[config.mk]
export PLATFORM = sky130hd
export DESIGN_NAME = skt_out
export DESIGN_NICKNAME = d
export VERILOG_FILES = /design/src/hw/rtl/skt_pkg.sv /design/src/hw/rtl/skt_out.sv
export SDC_FILE = /design/constraint.sdc
export NUM_CORES = 1
export LEC_CHECK = 0
export ABC_AREA = 1
export BUFFER_PORTS_ARGS = -buffer_cell sky130_fd_sc_hd__buf_4
export CAP_MARGIN = 0
export CORE_MARGIN = 5
export CORE_UTILIZATION = 35
export CTS_CLUSTER_SIZE = 24
export DETAILED_ROUTE_END_ITERATION = 16
export GPL_TIMING_DRIVEN = 0
export PLACE_DENSITY = 0.82
export SYNTH_ARGS = -nofsm -noshare
export SYNTH_HDL_FRONTEND = slang
export SYNTH_SLANG_ARGS = --single-unit
[constraint.sdc]
create_clock -name clk -period 2.1 [get_ports clk]
set_input_delay 0.63 -clock clk [delete_from_list [all_inputs] [get_ports clk]]
set_output_delay 0.63 -clock clk [all_outputs]
set_load 0.01 [all_outputs]
[src/hw/rtl/skt_pkg.sv]
// Shared types and constants for the sorted key table.
package skt_pkg;

    localparam int TABLE_DEPTH_DEF = 256;
    localparam int KEY_BITS_DEF    = 64;
    localparam int VALUE_BITS_DEF  = 32;

    localparam int CMD_W    = 2;
    localparam int KEY_W    = 64;
    localparam int NAME_W   = 64;
    localparam int VALUE_W  = 32;
    localparam int POS_W    = 8;
    localparam int STATUS_W = 2;
    localparam int INDEX_W  = 8;
    localparam int COUNT_W  = 9;

    localparam int S_TDATA_W = 176;
    localparam int M_TDATA_W = 24;

    typedef enum logic [CMD_W-1:0] {
        CMD_INSERT = 2'd0,
        CMD_SEARCH = 2'd1,
        CMD_DELETE = 2'd2
    } cmd_t;

    typedef enum logic [STATUS_W-1:0] {
        ST_OK        = 2'd0,
        ST_NOT_FOUND = 2'd1,
        ST_RANGE     = 2'd2,
        ST_FULL      = 2'd3
    } status_t;

    typedef enum logic [3:0] {
        S_IDLE,
        S_INS_SCAN,
        S_INS_PUT,
        S_SRCH_ISSUE,
        S_SRCH_CMP,
        S_DEL_SHIFT,
        S_RESP
    } state_t;

    typedef struct packed {
        logic [CMD_W-1:0]   cmd;
        logic [KEY_W-1:0]   entry_key;
        logic [NAME_W-1:0]  entry_name;
        logic [VALUE_W-1:0] entry_value;
        logic [POS_W-1:0]   position;
        logic               position_absent;
    } req_t;

    typedef struct packed {
        status_t              status;
        logic [INDEX_W-1:0]   found_index;
        logic [COUNT_W-1:0]   count_now;
    } resp_t;

endpackage

[src/hw/rtl/skt_out.sv]
// Output register stage holding one result transaction.
module skt_out (
    input  logic           clk,
    input  logic           rst_n,
    input  logic           resp_valid,
    output logic           resp_ready,
    input  skt_pkg::resp_t resp,
    output logic           out_valid,
    input  logic           out_ready,
    output skt_pkg::resp_t out_resp
);

    logic           valid_reg, valid_next;
    skt_pkg::resp_t data_reg, data_next;

    assign resp_ready = !valid_reg || out_ready;
    assign out_valid  = valid_reg;
    assign out_resp   = data_reg;

    always_comb
    begin
        valid_next = valid_reg;
        data_next  = data_reg;
        if (resp_ready)
        begin
            valid_next = resp_valid;
            if (resp_valid)
                data_next = resp;
        end
    end

    always_ff @(posedge clk or negedge rst_n)
    begin
        if (!rst_n)
            valid_reg <= 1'b0;
        else
            valid_reg <= valid_next;
    end

    always_ff @(posedge clk)
    begin
        data_reg <= data_next;
    end

endmodule

Word-level counts from Yosys, hierarchy flattened:

Index checks and enable logic that the tools add are counted.

* reduce and logical (&&, ||, !) cells: 3

Operator list (count)
* $reduce_and 2->1: 1
* $logic_not 1->1: 1
* $logic_or 1x1->1: 1

* flip-flop bits (word level): 20
* input port bits: 23
* output and inout port bits: 21
* word-level logic and storage cells: 7

Logic depth before layout (Yosys ltp):

* depth in word-level cells: 3
* depth in mapped cells: 3
* gate-level depth less buffers: 3

Worst setup path before layout:

Ideal clock, no wire load.

* path kind: input to register
* start point: input resp_valid
* end point: register data_reg (netlist bit out_resp[0]), enable pin
* library setup time: 401 ps
* arrival: 1630 ps
* data required time: 1699 ps
* slack: 69 ps
* stages on the path: 2
* path buffers: 0
* cells stage by stage: inv_1 -> a21oi_1

* word-level cells in the longest chain between the ends: 1

Ends and longest elaborated chain
* from (decl): line skt_out.sv:5 `input logic resp_valid,`
* $reduce_and 2->1 (no source line)
* to (signal assigned): line skt_out.sv:42 `data_reg <= data_next;`
* to (decl): line skt_out.sv:14 `skt_pkg::resp_t data_reg, data_next;`

Every way passes these cells.
A chain may end at the register's enable or synchronous reset.

Final worst setup path:

* start point: input out_ready
* end point: output resp_ready

* word-level cells in the longest chain between the ends: 1

Ends and longest elaborated chain
* from (decl): line skt_out.sv:9 `input logic out_ready,`
* $logic_or 1x1->1: line skt_out.sv:16 `assign resp_ready = !valid_reg || out_ready;`
* to (decl): line skt_out.sv:6 `output logic resp_ready,`

Every way passes these cells.

==> key figures <==
Cells and area
  • Fillers: 133
  • Register area: 595.6 um2
  • Diodes inserted: 0
  • Area growth from synthesis to layout: 62.40%
  • Final Instance Area: 999.7 um2
  • Final net count: 96
  • Finished Layout Cells: 97
  • Final Util: 58.53%
  • Footprint of the multi-input gates: 16.27 um2
  • Share of cells above drive strength 1: 65.28%

Logic synthesis
  • Number of nets produced by synthesis: 48
  • Synth Area in Simple Gates: 1.220%
  • Yosys warns: 0
  • Average cell area after synthesis: 24.62 um2
  • Top-count cell post-synth: edfxtp_1
  • Multiplexer share of the synthesized area: 0%
  • Largest family of logic cells by synthesized area: buffers and inverters
  • Yosys reg bits: 20
  • Synth Flop Type: edfxtp_1
  • Post-synth EDFFs: 19
  • Post-synth top cells: 19 x edfxtp_1, 2 x inv_1, 2 x nand2_1
  • Complex-gate fraction of the synthesized area: 0.8130%
  • Syn Inst Count: 25
  • Synth cell types: 5
  • Share of the yosys chip area belonging to registers: 96.75%
  • Mapped Area: 615.6 um2
  • Post-Synth XOR/XNOR Area: 0%
  • Post-synth top area share: 92.68%
  • Synth Area in Adders: 0%
  • Top post-synthesis cells by area: edfxtp_1 93%, dfrtp_1 4.1%, inv_1 1.2%
  • Largest area contributor in the netlist: edfxtp_1
  • Async SR Flop Fraction: 5.000%

STA
  • Clk_skew: 0.001514 ns
  • Period utilization: 78.93%
  • Post-route setup TNS: 0 ns
  • RSZ-0062 raised after global routing: false
  • Worst-Margin Slew: 0.9764 ns
  • Min Hold Slack: 0.09474 ns
  • Final setup viols: 0
  • Max Fclk: 603.3 MHz
  • Min Tclk post-route: 1.658 ns
  • Pins over their slew limit: 0
  • Rel. slew slack: 34.91%
  • Final hold violations: 0

Drt
  • Detail Route Antenna Nets: 0
  • Vias: 375
  • Residual DRC count: 0
  • Detailed Routing Iterations Pass 1: 1
  • Routed wire per std cell: 13.34 um
  • Post-Route WL: 1294 um
  • DR iter-0 viols: 0
  • Via/cell ratio: 3.866

Run status
  • Status: finished clean

Critical path
  • Setup Crit Path Kind: input pin to output pin
  • Startpoint Class: input pin
  • RR Endpoint: out_resp[2]
  • CP Max Fanout: 2
  • CP Data Arrival Time: 1.03 ns
  • Worst EP required: 1.47 ns
  • Largest stage delay, worst path: 0.15 ns
  • Most common cell on crit path: buf_4
  • R2R Path Start: out_valid
  • Flop-to-flop setup slack: 0.57 ns
  • Slowest CP cell: buf_4
  • Crit path cell chain: buf_4 -> inv_1 -> nand2_1 -> buf_4
  • Critical Path Sink Type: output pin
  • Reg2reg path depth: 1

Clocking
  • # Post-CTS Setup Buffers: 0
  • CTS max path bufs: 2
  • CTS tree: done
  • Root buf cell: clkbuf_4
  • CTS Buf Count: 3
  • Hold Buf Count CTS: 0
  • H-tree levels: 1
  • Clock latency on the worst-skew pair: 0.29 ns
  • CTS sink cnt: 20
  • Clock transition at the registers of the reported paths: 0.10 ns
  • Post-CTS sizing: 0

Placement
  • Placed insts: 93
  • Placed wire-length estimate: 1060 um
  • Routability cong.: 0.6698
  • Port Buffer Count: 43
  • Placed Area: 973.4 um2

Floorplan
  • Die Span Y: 51.94 um
  • Die footprint: 2698 um2
  • Core area: 1708 um2
  • Num ports: 44
  • Die X: 51.94 um
  • Starting density of the core: 36.04%
  • Row count: 15

Global route
  • Largest net degree at the start of global routing: 20
  • Vias in the first global route: 427
  • Wire length of the first global-routing pass: 1897 um
  • Total track usage: 10.10%
  • Initial antenna violation count: 0
  • Total gr overflow: 0

Job
  • Number of max-cap violations: 0

Power
  • Maximum VDD drop: 0.0004329 V
  • Power Dens Cells: 738.0 nW/um2
  • LEAKAGE: 0.4308 nW

Worst hold path
  • Hold/Removal Path Class: input pin to asynchronous set/reset pin
## critical path, delay by kind of cell
family / cells / cell delay (ns)
buf+inv: 3 / 0.33
simple gates: 1 / 0.07
## how the worst max path moves through the flow
stage,start,endpoint,slack [ns],cells past startpoint
floorplan,resp_valid,out_resp[0],0.07,2
global placement,resp_valid,out_resp[13],-0.29,3
detailed placement,out_ready,out_resp[13],0.15,3
CTS,out_ready,resp_ready,0.43,4
global route,out_ready,out_resp[9],0.41,3
finish,out_ready,resp_ready,0.44,4
## power by group
part | internal [W] | switching, W | leakage (nW) | total, W
clock | 0.0000737 | 0.000107 | 0.0150 | 0.000181
combinational | 0.0000521 | 0.0000358 | 0.224 | 0.0000879
sequential | 0.000463 | 0.00000611 | 0.192 | 0.000469
total | 0.000589 | 0.000149 | 0.431 | 0.000738
## placed cells by master, fill, tap and decap left out
cell type | Yosys | final
dfrtp_1 | 1 | 1
buf_4 | 0 | 43
edfxtp_1 | 19 | 19
a21oi_2 | 0 | 1
clkbuf_4 | 0 | 3
nand2_1 | 2 | 2
inv_1 | 2 | 2
clkbuf_1 | 0 | 1
## routing by layer
metal  vias to the layer above  GRT usage, %  wire length, um
met5                         -             0                0
met4                         0         3.930                0
met3                         0         2.865               71
met2                        15         20.08              806
met1                       173         9.346              416
li1                        187             -                -
## flip-flops by register name (all words and copies together), names as in the netlist
name and flops:
out_resp 19, out_valid 1
## kinds of logic (layout without fill, tap and decap cells)
family,after synthesis,count (layout)
buffers and inverters,2,49
and+or+nand+nor,2,2
AOI/OAI and AO/OA,1,1
DFF,20,20
## final cells by class
| cell class | count | area share, % |
|---|---|---|
| inverter | 2 | 0.7509 |
| sequential | 20 | 59.57 |
| multi-input combinational | 3 | 1.627 |
| tap | 25 | 3.129 |
| timing repair buffer | 43 | 32.29 |
| clock buffer | 4 | 2.628 |
## metrics by stage
| step | worst slack [ns] | power (W) |
|---|---|---|
| 6_report | 0.4424 | 0.0007378 |
| 3_3_place_gp | -0.2910 | 0.0005643 |
| 3_5_place_dp | 0.1486 | 0.0005682 |
| 5_1_grt | 0.4079 | 0.0007684 |
| 4_1_cts | 0.4337 | 0.0007430 |
| 2_1_floorplan | 0.06910 | 0.0005002 |
Note: power is estimated with default switching activity, not from simulation.
